`src/rtl/core/assert_macros.svh`:
```
// assertion macros shared by the rtl modules
`ifndef ASSERT_MACROS_SVH
`define ASSERT_MACROS_SVH

// property must hold at every clock edge outside reset
`define WSDF_ASSERT(lbl, prop, msg) \
   lbl: assert property (@(posedge clock) disable iff (reset) (prop)) else $error(msg);

// condition must never be seen outside reset
`define WSDF_NEVER(lbl, cond, msg) \
   lbl: assert property (@(posedge clock) disable iff (reset) !(cond)) else $error(msg);

`endif

```
`src/rtl/core/wsdf_pkg.sv`:
```
// shared types and constants of the websocket frame deframer
`default_nettype none

package wsdf_pkg;

   localparam int unsigned LEN_W = 63;

   localparam logic KIND_HEADER  = 1'b0;
   localparam logic KIND_PAYLOAD = 1'b1;

   localparam logic [6:0] LEN7_EXT16 = 7'd126;
   localparam logic [6:0] LEN7_EXT64 = 7'd127;

   typedef struct packed {
      logic             kind;
      logic [7:0]       payload_byte;
      logic             fin;
      logic [3:0]       frame_opcode;
      logic             masked;
      logic [LEN_W-1:0] payload_length;
      logic             last;
   } rsp_type;

endpackage

`default_nettype wire

```
`src/rtl/core/wsdf_parse.sv`:
```
// frame header parser and payload unmasking, one byte per accepted item
`default_nettype none

`include "assert_macros.svh"

module wsdf_parse (
   input  wire logic             clock,
   input  wire logic             reset,
   input  wire logic             accept,
   input  wire logic [7:0]       rx_byte,
   output logic                  res_valid,
   output wsdf_pkg::rsp_type     res
);

   localparam logic [2:0] PH_BYTE1   = 3'd0;
   localparam logic [2:0] PH_BYTE2   = 3'd1;
   localparam logic [2:0] PH_LEN16   = 3'd2;
   localparam logic [2:0] PH_LEN64   = 3'd3;
   localparam logic [2:0] PH_KEY     = 3'd4;
   localparam logic [2:0] PH_PAYLOAD = 3'd5;

   localparam int unsigned LW = wsdf_pkg::LEN_W;

   logic [2:0]    phase_ff, phase_in;
   logic          fin_ff, fin_in;
   logic [3:0]    opcode_ff, opcode_in;
   logic          mask_ff, mask_in;
   logic [LW-1:0] len_ff, len_in;
   logic [2:0]    count_ff, count_in;
   logic [31:0]   key_ff, key_in;
   logic [LW-1:0] left_ff, left_in;
   logic [1:0]    kidx_ff, kidx_in;

   logic [2:0]    count_inc;
   logic [6:0]    len7;
   logic [7:0]    key_byte;
   logic          do_after;
   logic          do_finish;
   logic          emit;
   logic          kind;
   logic [7:0]    out_byte;
   logic          last;

   assign count_inc = count_ff + 3'd1;
   assign len7      = rx_byte[6:0];

   always_comb begin
      unique case (kidx_ff)
         2'd0: key_byte = key_ff[31:24];
         2'd1: key_byte = key_ff[23:16];
         2'd2: key_byte = key_ff[15:8];
         2'd3: key_byte = key_ff[7:0];
         default: key_byte = 8'h00;
      endcase
   end

   always_comb begin
      phase_in  = phase_ff;
      fin_in    = fin_ff;
      opcode_in = opcode_ff;
      mask_in   = mask_ff;
      len_in    = len_ff;
      count_in  = count_ff;
      key_in    = key_ff;
      left_in   = left_ff;
      kidx_in   = kidx_ff;
      do_after  = 1'b0;
      do_finish = 1'b0;
      emit      = 1'b0;
      kind      = wsdf_pkg::KIND_HEADER;
      out_byte  = 8'h00;
      last      = 1'b0;
      if (accept) begin
         unique case (phase_ff)
            PH_BYTE1: begin
               fin_in    = rx_byte[7];
               opcode_in = rx_byte[3:0];
               phase_in  = PH_BYTE2;
            end
            PH_BYTE2: begin
               mask_in  = rx_byte[7];
               count_in = 3'd0;
               if (len7 == wsdf_pkg::LEN7_EXT16) begin
                  len_in   = '0;
                  phase_in = PH_LEN16;
               end else if (len7 == wsdf_pkg::LEN7_EXT64) begin
                  len_in   = '0;
                  phase_in = PH_LEN64;
               end else begin
                  len_in   = {{(LW-7){1'b0}}, len7};
                  do_after = 1'b1;
               end
            end
            PH_LEN16: begin
               len_in   = {{(LW-16){1'b0}}, len_ff[7:0], rx_byte};
               count_in = count_inc;
               do_after = (count_inc == 3'd2);
            end
            PH_LEN64: begin
               len_in = {len_ff[LW-9:0], rx_byte};
               if (count_ff == 3'd7) begin
                  count_in = 3'd0;
                  do_after = 1'b1;
               end else begin
                  count_in = count_inc;
               end
            end
            PH_KEY: begin
               key_in    = {key_ff[23:0], rx_byte};
               count_in  = count_inc;
               do_finish = (count_inc == 3'd4);
            end
            PH_PAYLOAD: begin
               emit     = 1'b1;
               kind     = wsdf_pkg::KIND_PAYLOAD;
               out_byte = mask_ff ? (rx_byte ^ key_byte) : rx_byte;
               last     = (left_ff[LW-1:1] == '0);
               kidx_in  = kidx_ff + 2'd1;
               if (last) begin
                  left_in  = '0;
                  phase_in = PH_BYTE1;
               end else begin
                  left_in = left_ff - {{(LW-1){1'b0}}, 1'b1};
               end
            end
            default: begin
               phase_in = PH_BYTE1;
            end
         endcase
      end
      if (do_after) begin
         if (mask_in) begin
            phase_in = PH_KEY;
            count_in = 3'd0;
            key_in   = '0;
         end else begin
            do_finish = 1'b1;
         end
      end
      if (do_finish) begin
         left_in  = len_in;
         kidx_in  = 2'd0;
         count_in = 3'd0;
         emit     = 1'b1;
         last     = (len_in == '0);
         phase_in = last ? PH_BYTE1 : PH_PAYLOAD;
      end
   end

   always_ff @(posedge clock) begin
      if (reset) begin
         phase_ff  <= PH_BYTE1;
         fin_ff    <= 1'b0;
         opcode_ff <= '0;
         mask_ff   <= 1'b0;
         len_ff    <= '0;
         count_ff  <= '0;
         key_ff    <= '0;
         left_ff   <= '0;
         kidx_ff   <= '0;
      end else begin
         phase_ff  <= phase_in;
         fin_ff    <= fin_in;
         opcode_ff <= opcode_in;
         mask_ff   <= mask_in;
         len_ff    <= len_in;
         count_ff  <= count_in;
         key_ff    <= key_in;
         left_ff   <= left_in;
         kidx_ff   <= kidx_in;
      end
   end

   assign res_valid          = emit;
   assign res.kind           = kind;
   assign res.payload_byte   = out_byte;
   assign res.fin            = fin_in;
   assign res.frame_opcode   = opcode_in;
   assign res.masked         = mask_in;
   assign res.payload_length = len_in;
   assign res.last           = last;

   `WSDF_ASSERT(a_payload_left, (phase_ff == PH_PAYLOAD) |-> (left_ff != '0), "payload phase with no bytes left")
   `WSDF_ASSERT(a_key_count, (phase_ff == PH_KEY) |-> (count_ff < 3'd4), "key byte count overrun")
   `WSDF_ASSERT(a_len16_count, (phase_ff == PH_LEN16) |-> (count_ff < 3'd2), "16-bit length count overrun")
   `WSDF_NEVER(a_emit_idle, res_valid && !accept, "result without an accepted item")

endmodule

`default_nettype wire

```
`src/rtl/core/wsdf_outbuf.sv`:
```
// result register with a skid stage so input stall is a registered signal
`default_nettype none

`include "assert_macros.svh"

module wsdf_outbuf (
   input  wire logic              clock,
   input  wire logic              reset,
   input  wire logic              in_valid,
   input  wire wsdf_pkg::rsp_type in_data,
   output logic                   in_stall,
   output logic                   out_valid,
   output wsdf_pkg::rsp_type      out_data,
   input  wire logic              out_stall
);

   logic              out_valid_ff, out_valid_in;
   wsdf_pkg::rsp_type out_data_ff, out_data_in;
   logic              skid_valid_ff, skid_valid_in;
   wsdf_pkg::rsp_type skid_data_ff, skid_data_in;
   logic              out_free;

   assign out_free = !out_valid_ff || !out_stall;

   always_comb begin
      out_valid_in  = out_valid_ff;
      out_data_in   = out_data_ff;
      skid_valid_in = skid_valid_ff;
      skid_data_in  = skid_data_ff;
      if (skid_valid_ff) begin
         if (!out_stall) begin
            out_data_in   = skid_data_ff;
            skid_valid_in = 1'b0;
         end
      end else if (in_valid) begin
         if (out_free) begin
            out_valid_in = 1'b1;
            out_data_in  = in_data;
         end else begin
            skid_valid_in = 1'b1;
            skid_data_in  = in_data;
         end
      end else if (!out_stall) begin
         out_valid_in = 1'b0;
      end
   end

   always_ff @(posedge clock) begin
      if (reset) begin
         out_valid_ff  <= 1'b0;
         skid_valid_ff <= 1'b0;
      end else begin
         out_valid_ff  <= out_valid_in;
         skid_valid_ff <= skid_valid_in;
      end
   end

   always_ff @(posedge clock) begin
      out_data_ff  <= out_data_in;
      skid_data_ff <= skid_data_in;
   end

   assign in_stall  = skid_valid_ff;
   assign out_valid = out_valid_ff;
   assign out_data  = out_data_ff;

   `WSDF_ASSERT(a_skid_behind_out, skid_valid_ff |-> out_valid_ff, "skid holds an item ahead of output")
   `WSDF_ASSERT(a_skid_fill, $rose(skid_valid_ff) |-> $past(out_valid_ff && out_stall), "skid filled while output was free")
   `WSDF_NEVER(a_in_while_full, in_valid && skid_valid_ff, "item offered while skid full")

endmodule

`default_nettype wire

```
`src/rtl/core/websocket_frame_deframer.sv`:
```
// top level of the websocket frame deframer
// Takes a received WebSocket stream one byte per item and emits one header
// item when a frame header is complete (fin, opcode, mask flag, decoded
// 63-bit length), then one item per payload byte, unmasked with the frame's
// key and flagged last on the final byte (or on the header of an empty
// frame). Header bytes other than the one that completes the header give no
// item. Throughput is one byte per clock while req_stall is low: the parser
// state updates at the edge that accepts a byte, and that byte's result is
// captured at the same edge: in the output register if free (offered on the
// rsp_ ports from the next cycle on), else in the one-entry skid stage
// behind it. The skid keeps req_stall a registered signal; it rises the
// cycle after a result arrives while the output register holds a stalled
// item, and falls once the skid entry has moved into the output register.
`default_nettype none

module websocket_frame_deframer (
   input  wire logic        clock,
   input  wire logic        reset,
   input  wire logic        req_valid,
   output logic             req_stall,
   input  wire logic [7:0]  req_rx_byte,
   output logic             rsp_valid,
   input  wire logic        rsp_stall,
   output logic             rsp_kind,
   output logic [7:0]       rsp_payload_byte,
   output logic             rsp_fin,
   output logic [3:0]       rsp_frame_opcode,
   output logic             rsp_masked,
   output logic [62:0]      rsp_payload_length,
   output logic             rsp_last
);

   logic              accept;
   logic              res_valid;
   wsdf_pkg::rsp_type res;
   wsdf_pkg::rsp_type out_data;

   assign accept = req_valid && !req_stall;

   wsdf_parse u_parse (
      .clock     (clock),
      .reset     (reset),
      .accept    (accept),
      .rx_byte   (req_rx_byte),
      .res_valid (res_valid),
      .res       (res)
   );

   wsdf_outbuf u_outbuf (
      .clock     (clock),
      .reset     (reset),
      .in_valid  (res_valid),
      .in_data   (res),
      .in_stall  (req_stall),
      .out_valid (rsp_valid),
      .out_data  (out_data),
      .out_stall (rsp_stall)
   );

   assign rsp_kind           = out_data.kind;
   assign rsp_payload_byte   = out_data.payload_byte;
   assign rsp_fin            = out_data.fin;
   assign rsp_frame_opcode   = out_data.frame_opcode;
   assign rsp_masked         = out_data.masked;
   assign rsp_payload_length = out_data.payload_length;
   assign rsp_last           = out_data.last;

endmodule

`default_nettype wire

```
`config.mk`:
```
export PLATFORM = sky130hd
export DESIGN_NAME = websocket_frame_deframer
export DESIGN_NICKNAME = d
export VERILOG_FILES = /design/src/rtl/core/wsdf_pkg.sv /design/src/rtl/core/wsdf_parse.sv /design/src/rtl/core/wsdf_outbuf.sv /design/src/rtl/core/websocket_frame_deframer.sv
export VERILOG_INCLUDE_DIRS = /design/src /design/src/rtl/core
export SDC_FILE = /design/constraint.sdc
export NUM_CORES = 1
export LEC_CHECK = 0
export BUFFER_PORTS_ARGS = -buffer_cell sky130_fd_sc_hd__buf_2
export CAP_MARGIN = 0
export CORE_MARGIN = 5
export CORE_UTILIZATION = 60
export DETAILED_ROUTE_END_ITERATION = 12
export GPL_TIMING_DRIVEN = 1
export HOLD_SLACK_MARGIN = 0.05
export PLACE_DENSITY = 0.79
export RECOVER_POWER = 25
export SYNTH_ARGS = -nofsm -noshare
export SYNTH_HDL_FRONTEND = slang
export SYNTH_SLANG_ARGS = --single-unit
```
`constraint.sdc`:
```
create_clock -name clock -period 6.6 [get_ports clock]
set_input_delay 0.66 -clock clock [delete_from_list [all_inputs] [get_ports clock]]
set_output_delay 0.66 -clock clock [all_outputs]
set_load 0.01 [all_outputs]
```
* Word-level counts from Yosys, hierarchy flattened
Cells that the tools add are included.
** Word-level totals
- Flip-flop bits (word level) :: 332
- Output and inout bits :: 81
- Word-level logic and storage cells :: 130
** Cells by class
- Add/sub/neg operators :: 3
- Equality and inequality tests :: 16
- Multiplexer cells :: 62
- Bitwise logic cells :: 3
- Reductions and logical operators :: 21
** Operators with widths (number)
- 2-to-1 mux 63 bit :: 6
- 2-to-1 mux 79 bit :: 4
- one-hot mux 63 bit (3 select lines) :: 1
- 2-to-1 mux 32 bit :: 4
- logical NOT 63 bit :: 1
- subtractor 63 x 1 -> 63 bit, second input constant :: 1
- logical NOT 62 bit :: 1
- 2-to-1 mux 3 bit :: 12
- one-hot mux 8 bit (4 select lines) :: 1
- 2-to-1 mux 1 bit :: 25
- 2-to-1 mux 8 bit :: 3
- == test 7 bit, second input constant :: 2
- == test 3 bit, second input constant :: 4
- one-hot mux 3 bit (4 select lines) :: 1
- == test 3 x 2 -> 1 bit, second input constant :: 3
- one-hot mux 3 bit (3 select lines) :: 1
- AND reduction 3 bit :: 3
- 2-to-1 mux 4 bit :: 2
- nonzero test 2 bit :: 4
- bitwise XOR 8 bit :: 1
- 2-to-1 mux 7 bit :: 1
- == test 2 bit, second input constant :: 2
- != test 2 x 1 -> 1 bit, second input constant :: 2
- AND reduction 2 bit :: 2
- other kinds (14) :: 18

* Longest topological paths before layout
Gate-level depths: netlist (run 1).
- Depth in word-level cells :: 10
- Depth in mapped cells :: 11
- Gate-level depth less buffers :: 9

* By module
From an unflattened synthesis (run 1), not the netlist that was laid out.
** Second synthesis, totals
- Cell total of the unflattened synthesis :: 1279
- Area, all modules :: 14332.5 um2
** By module, submodules not included
- wsdf_parse :: times used 1, cells each 1022, area each 8364.3 um2
- wsdf_outbuf :: times used 1, cells each 256, area each 5954.5 um2
- websocket_frame_deframer :: times used 1, cells each 1, area each 13.8 um2

* Worst setup path after synthesis (run 1)
No wires, ideal clock.
- Kind :: in2reg
- Start :: input req_valid
- End :: register u_outbuf.skid_data_ff[0] (netlist bit) (enable)
- Arrival time :: 3674 ps
- Data required time :: 6153 ps
- Slack :: 2479 ps
- Stages on the path :: 6
- Cells stage by stage :: nor2b_1 and3_1 clkbuf_1 and2_1 a211o_1 and3_1
** Between the ends
- Word-level cells in the longest chain between the ends :: 6
** Ends and longest elaborated chain
- start, declared :: line websocket_frame_deframer.sv:19 : input wire logic req_valid,
- logical AND 1 bit (*) :: line websocket_frame_deframer.sv:38 : assign accept = req_valid && !req_stall;
- 2-to-1 mux 1 bit :: line wsdf_parse.sv:73 : if (accept) begin
- 2-to-1 mux 1 bit :: line wsdf_parse.sv:132 : if (mask_in) begin
- 2-to-1 mux 1 bit :: line wsdf_parse.sv:131 : if (do_after) begin
- 2-to-1 mux 1 bit (*) :: line wsdf_parse.sv:140 : if (do_finish) begin
- AND reduction 3 bit (no source line) (*)
- end signal, assigned :: line wsdf_outbuf.sv:60 : skid_data_ff <= skid_data_in;
- end, declared :: line wsdf_outbuf.sv:20 : wsdf_pkg::rsp_type skid_data_ff, skid_data_in;
Mark *: on every way between the ends. The rest lies on a longest branch, timed or not.
A chain may end at the register's enable or synchronous reset.

==> impl_metrics.csv, run 1 <==
group,metric,value,unit
outcome,status,"finished with violations",
sta,rsz0062_at_grt,"no",
floorplanning,die_w,163,um
global_route,grt_use_total,24.2,%
yosys,synth_warnings,0,
yosys,ys_async_sr_fraction,0,%
hold_path,min-delay-path-class,"reg -> reg",
power_and_ir_drop,seqPwrFrac,38.4,%
drt,ant_nets,0,
clocking,cts_buffer_depth,3,
drt,drt_wl_total,32200,um
setup_path,reg2reg_setup_slack,1.56,ns
clocking,numClockSinks,332,
power_and_ir_drop,net-switching-power,2.40,mW
global_route,grt_max_degree,80,
layout,drive_gt1_share,11.5,%
drt,drtIter0Drc,971,
setup_path,startpoint_type,"flop",
power_and_ir_drop,power_frac_comb,32.3,%
sta,finalSetupViolations,0,
run,max_cap_violations,2,
yosys,synthCells,1282,
placed_design,place_congestion,0.938,
clocking,post_cts_resized,0,
drt,first_pass_iters,6,
clocking,holdBufCountCts,0,
sta,period_share,76.4,%
floorplanning,dieArea,0.0265,mm^2
floorplanning,num_rows,56,
yosys,ys_seq_area_share,58.7,%
yosys,synth.avg_cell_area,10.9,um^2
layout,final-seq-area,0.00823,mm^2
layout,area_delta_synth_final,12.3,%
floorplanning,dieHeight,163,um
clocking,cts_buffers,35,
hold_path,min_path_cells,2,
clocking,clock_latency,0.51,ns
power_and_ir_drop,clockPowerShare,29.4,%
global_route,grt_pass1_wl,52200,um
clocking,htreeDepth,2,
clocking,root_buffer,"clkbuf_16",
yosys,yosys_most_used_dff,"dfxtp_1",
floorplanning,ios,93,
hold_path,min_delay_worst_endpoint,"u_parse.key_ff[27]",
setup_path,worstSetupPathType,"reg -> reg",
power_and_ir_drop,peakVddDrop,0.249,mV
setup_path,r2r_start,"u_outbuf.in_stall",
setup_path,worst_ep_required_time,6.83,ns
outcome,violations,"max-capacitance violations, max-slew violations",
sta,setup-tns-final,0,ns
clocking,clk_pin_slew_worst_paths,0.06,ns
global_route,overflow,0,
floorplanning,core,0.0233,mm^2
yosys,syn-cell-area,0.0140,mm^2
setup_path,regToRegEndpoint,"u_outbuf.out_data[0]",
drt,vias,10305,
yosys,yosysUniqueCellTypes,69,
sta,worst_clock_skew,0.0146,ns
drt,drc,0,
setup_path,rr_worst_depth,9,
global_route,antenna_found_initial,0,
power_and_ir_drop,internal-power,4.35,mW
layout,fill_cells,1781,
sta,setup_slack,1.56,ns
setup_path,critPathArrivalTime,5.27,ns
yosys,synth-edff-count,158,
drt,routedWlPerCell,19.1,um
global_route,grt_pass1_vias,9788,
placed_design,portBuffers,92,
layout,final_common_cell,"dfxtp_1",
sta,hold_viol_final,0,
layout,fin_nets,1365,
sta,fin_crit,5.04,ns
layout,multiInputGateArea,0.00535,mm^2
sta,relSlewSlack,-49.6,%
power_and_ir_drop,p_leak,5.83,nW
placed_design,post-dp-hpwl,21000,um
power_and_ir_drop,power_per_cell_area,428,mW/mm^2
clocking,cts_tree,"done",
setup_path,cp_max_fo,49,
clocking,post-cts-setup-buffer-count,0,
layout,antenna_cells,0,
power_and_ir_drop,switching_share,35.5,%
drt,via_per_inst,6.10,
floorplanning,initial_utilization,60.3,%
sta,max_freq,198,MHz
yosys,syn_nets,1303,
yosys,synth-seq-cells,332,
sta,final_max_slew_viol_count,98,
hold_path,min-delay-start,"u_parse.key_ff[27]",
setup_path,cp-end-kind,"flop",
layout,final_cell_mix,"dfxtp_1 (174), edfxtp_1 (158), nand2_1 (129)",
placed_design,pre_cts_slack,2.26,ns
sta,worst_pin_slew,2.24,ns
## how the worst max path moves through the flow
stage / startpoint / endpoint / slack [ns] / cells past startpoint
2_1_floorplan: req_valid / u_outbuf.skid_data_ff[0] / 2.48 / 6
4_1_cts: u_outbuf.in_stall / u_outbuf.skid_data_ff[37] / 2.46 / 6
5_1_grt: u_outbuf.in_stall / u_outbuf.out_data[0] / 1.21 / 9
6_report: u_outbuf.in_stall / u_outbuf.out_data[0] / 1.56 / 9
3_3_place_gp: req_valid / u_outbuf.skid_data_ff[25] / 2.39 / 7
3_5_place_dp: req_valid / u_outbuf.skid_data_ff[25] / 2.26 / 7
## metrics by stage
step / util (%) / power, mW / hold WS [ns] / area (um^2) / instances
after floorplan: - / 4.23 / 0.436 / 14000 / 1282
after global placement: 63.2 / 4.72 / 0.442 / 14700 / 1626
after detailed placement: 63.2 / 4.76 / 0.448 / 14700 / 1626
after CTS: 68.2 / 6.75 / 0.456 / 15900 / 1689
after global routing: 67.7 / 7.10 / 0.462 / 15700 / 1689
final: 67.7 / 6.74 / 0.454 / 15700 / 1689
## cell usage after synthesis, types with 5 or more instances
library cell	n	area, um^2
a21o_1	12	90.1
a21oi_1	61	305
a222oi_1	8	80.1
a22o_1	29	254
a22oi_1	42	315
a31oi_1	13	81.3
buf_2	6	30.0
clkbuf_1	68	255
dfxtp_1	174	3480
edfxtp_1	158	4740
ha_1	9	113
inv_1	45	169
mux2_2	74	833
nand2_1	129	484
nand2b_1	5	31.3
nand3_1	21	105
nand4_1	7	43.8
nor2_1	104	390
nor2b_1	35	219
nor3_1	38	190
nor4_1	35	219
o21ai_0	32	160
o21ai_1	6	30.0
o22ai_1	24	150
o31ai_1	6	45.0
or3_1	13	81.3
or4_1	10	75.1
xnor2_1	34	298
xor2_1	18	158
## worst max-delay path, stage by stage (launching register included)
cell and delay [ns]:
dfxtp_1 0.93, nor4bb_1 0.55, clkbuf_1 0.45, and2_1 0.20, clkbuf_1 1.59, o31ai_1 0.34, a32oi_1 0.31, nor4_1 0.09
nand3_1 0.14, nand3_1 0.15
## power by group through the flow
stage / sequential (mW) / combinational (mW) / clock (mW)
floorplan: 2.64 / 1.58 / 0
global placement: 2.61 / 2.11 / 0
detailed placement: 2.62 / 2.14 / 0
CTS: 2.58 / 2.17 / 2.00
global route: 2.61 / 2.38 / 2.11
finish: 2.59 / 2.18 / 1.98
## per-layer routing
metal | up-vias | track usage, % | routed length, um | share of wire [%]
met5 | - | 0 | 0 | 0
met4 | 0 | 7.78 | 894 | 2.8
met2 | 439 | 39.0 | 15300 | 47
li1 | 4843 | - | - | -
met1 | 4955 | 34.0 | 13700 | 42
met3 | 68 | 3.92 | 2390 | 7.4
## cell type report
type / instances / share of cell area (%)
flip-flops and latches: 332 / 52.3
well taps: 319 / 2.53
repair buffers: 103 / 2.77
clock inverters: 14 / 1.08
multi-input cells: 826 / 34.0
inverters: 46 / 1.10
clock buffers: 49 / 6.29
## cell families after synthesis
| group | count (synthesis) | share of synthesized area (%) |
|---|---|---|
| AOI/OAI and AO/OA | 261 | 12.5 |
| xor gates and xnor gates | 52 | 3.25 |
| adders and majority gates | 9 | 0.803 |
| buffers and inverters | 124 | 3.37 |
| DFF | 332 | 58.7 |
| muxes | 76 | 6.09 |
| and+or+nand+nor | 428 | 15.2 |
## sequential cells by signal, summed over array words and instances (netlist names), 2 cells and up
signal	count
u_outbuf.out_data	79
u_outbuf.skid_data_ff	79
u_parse.count_ff	3
u_parse.key_ff	32
u_parse.kidx_ff	2
u_parse.left_ff	63
u_parse.len_ff	63
u_parse.opcode_ff	4
u_parse.phase_ff	3
(Power assumes the default switching activity.)
==> inputs of run 2 (changes only) <==
--- a/config.mk
+++ b/config.mk
@@ -9,11 +9,11 @@
 export BUFFER_PORTS_ARGS = -buffer_cell sky130_fd_sc_hd__buf_2
 export CAP_MARGIN = 0
 export CORE_MARGIN = 5
-export CORE_UTILIZATION = 60
+export CORE_UTILIZATION = 54
 export DETAILED_ROUTE_END_ITERATION = 12
 export GPL_TIMING_DRIVEN = 1
 export HOLD_SLACK_MARGIN = 0.05
-export PLACE_DENSITY = 0.79
+export PLACE_DENSITY = 0.75
 export RECOVER_POWER = 25
 export SYNTH_ARGS = -nofsm -noshare
 export SYNTH_HDL_FRONTEND = slang
==> constraint.sdc (replaced) <==
create_clock -name clock -period 4.2 [get_ports clock]
set_input_delay 0.42 -clock clock [delete_from_list [all_inputs] [get_ports clock]]
set_output_delay 0.42 -clock clock [all_outputs]
set_load 0.01 [all_outputs]
==> run 2 against run 1 <==
Against the previous run: the flow still finishes with violations (max-capacitance violations, max-slew violations); cell area is 0.29% lower; via count fell by 0.63%; combinational power increased by 57%; critical path depth decreased by 1; non-clock buffer count grew 5; highest routed layer is now met5; largest cell class unchanged; hold slack got worse by 0.23 ns.
==> impl_metrics.csv, run 2 (synthesized netlist as in run 1, its figures left out) <==
group,metric,value,unit
setup_path,worstSetupPathType,"reg -> reg",
layout,fin_nets,1369,
floorplanning,die_w,171,um
layout,antenna_cells,0,
floorplanning,initial_utilization,54.3,%
sta,period_share,82.4,%
power_and_ir_drop,switching_share,36.4,%
sta,rsz0062_at_grt,"no",
hold_path,min_path_cells,3,
global_route,grt_use_total,22.5,%
clocking,htreeDepth,2,
global_route,antenna_found_initial,1,
layout,post-route-util,60.8,%
sta,worst_pin_slew,1.70,ns
power_and_ir_drop,power_per_cell_area,658,mW/mm^2
layout,multiInputGateArea,0.00534,mm^2
setup_path,cp.buffers_inverters,1,
floorplanning,ios,93,
drt,drtIter0Drc,1182,
placed_design,dp_cells,1647,
sta,setup-tns-final,0,ns
layout,final_cell_mix,"dfxtp_1 (173), edfxtp_1 (158), nand2_1 (129)",
setup_path,cpMaxStageDelayCell,"clkbuf_2",
power_and_ir_drop,total_power,10.3,mW
clocking,post_cts_resized,0,
power_and_ir_drop,p_leak,5.83,nW
setup_path,rr_worst_depth,8,
sta,fin_crit,3.46,ns
layout,final_common_cell,"dfxtp_1",
layout,final_cells,1708,
sta,finalSetupViolations,0,
run,max_cap_violations,1,
clocking,clock_latency,0.51,ns
clocking,clk_pin_slew_worst_paths,0.06,ns
clocking,post-cts-setup-buffer-count,0,
global_route,grt_pass1_wl,53400,um
clocking,cts_tree,"done",
clocking,cts_buffers,34,
setup_path,cp-end-kind,"flop",
layout,final-seq-area,0.00823,mm^2
drt,via_per_inst,6.00,
placed_design,place_congestion,0.941,
power_and_ir_drop,clockPowerShare,27.5,%
setup_path,slowest_delay,0.72,ns
drt,first_pass_iters,7,
layout,area_delta_synth_final,12.0,%
drt,routedWlPerCell,19.4,um
floorplanning,core,0.0258,mm^2
hold_path,min-delay-path-class,"in -> reg",
clocking,numClockSinks,332,
sta,worst_clock_skew,0.0155,ns
power_and_ir_drop,internal-power,6.56,mW
placed_design,portBuffers,92,
sta,final_max_slew_viol_count,29,
placed_design,pre_cts_slack,1.02,ns
setup_path,worst_ep_required_time,4.59,ns
drt,vias,10240,
sta,max_freq,289,MHz
clocking,holdBufCountCts,0,
setup_path,crit_family,"simple AND/OR/NAND/NOR gates",
drt,drt_wl_total,33100,um
sta,hold_viol_final,0,
setup_path,crit_top_cell,"nand2_1",
floorplanning,dieHeight,171,um
clocking,root_buffer,"clkbuf_16",
global_route,overflow,0,
drt,ant_nets,0,
power_and_ir_drop,power_frac_comb,33.1,%
layout,fill_cells,2175,
power_and_ir_drop,net-switching-power,3.76,mW
floorplanning,dieArea,0.0293,mm^2
global_route,grt_pass1_vias,9892,
floorplanning,num_rows,59,
global_route,grt_max_degree,84,
layout,final_area,0.0157,mm^2
outcome,status,"finished with violations",
setup_path,path_depth,8,
sta,relSlewSlack,-13.3,%
layout,drive_gt1_share,12.1,%
setup_path,startpoint_type,"flop",
placed_design,post_dp_cell_area,0.0148,mm^2
setup_path,path_cells,"nor3b_1 > o21ai_0 > clkbuf_2 > nand2_1 > nand2_1 > nor4_1 > a21oi_1 > or3_1",
outcome,violations,"max-capacitance violations, max-slew violations",
placed_design,post-dp-hpwl,22000,um
sta,setup_slack,0.741,ns
power_and_ir_drop,seqPwrFrac,39.4,%
setup_path,critPathArrivalTime,3.85,ns
power_and_ir_drop,peakVddDrop,0.463,mV
clocking,cts_buffer_depth,3,
sta,hold_ws,0.224,ns
setup_path,cp_max_fo,57,
drt,drc,0,
-- run 2: tightest hold or removal path, delay by kind of cell --
kind	cells	cell delay [ns]
buffers and inverters	1	0.14
AND/OR/NAND/NOR	1	0.06
AO/OA/AOI/OAI	1	0.05
-- run 2: path summary, 6_finish.rpt --
check	from	to	slack (ns)
worst max-delay path	u_parse.phase_ff[2]	u_parse.phase_ff[0]	0.74
worst min register to register	u_parse.key_ff[30]	u_parse.key_ff[30]	0.46
worst min-delay path	req_rx_byte[5]	u_parse.key_ff[5]	0.22
worst max register to register	u_parse.phase_ff[2]	u_parse.phase_ff[0]	0.74
-- run 2: layout make-up --
type,instances,area share [%]
Sequential cell,332,52.4
Tap cell,335,2.67
Inverter,46,1.10
Multi-Input combinational cell,826,34.0
Timing Repair Buffer,108,3.18
Clock buffer,43,5.83
Clock inverter,18,0.781
-- run 2: metal layers --
layer / part of all wire [%] / GRT usage [%]
met1: 44 / 31.4
met4: 3.1 / 7.89
met2: 46 / 35.6
met5: 0.039 / 0
met3: 6.6 / 4.23
-- run 2: power by group through the flow --
stage                     clock, mW  sequential [mW]  combinational, mW
after floorplan                   0             4.15               2.49
after global placement            0             4.11               3.36
after detailed placement          0             4.12               3.41
after CTS                      2.88             4.05               3.43
after global routing           3.02             4.10               3.76
final                          2.84             4.07               3.42
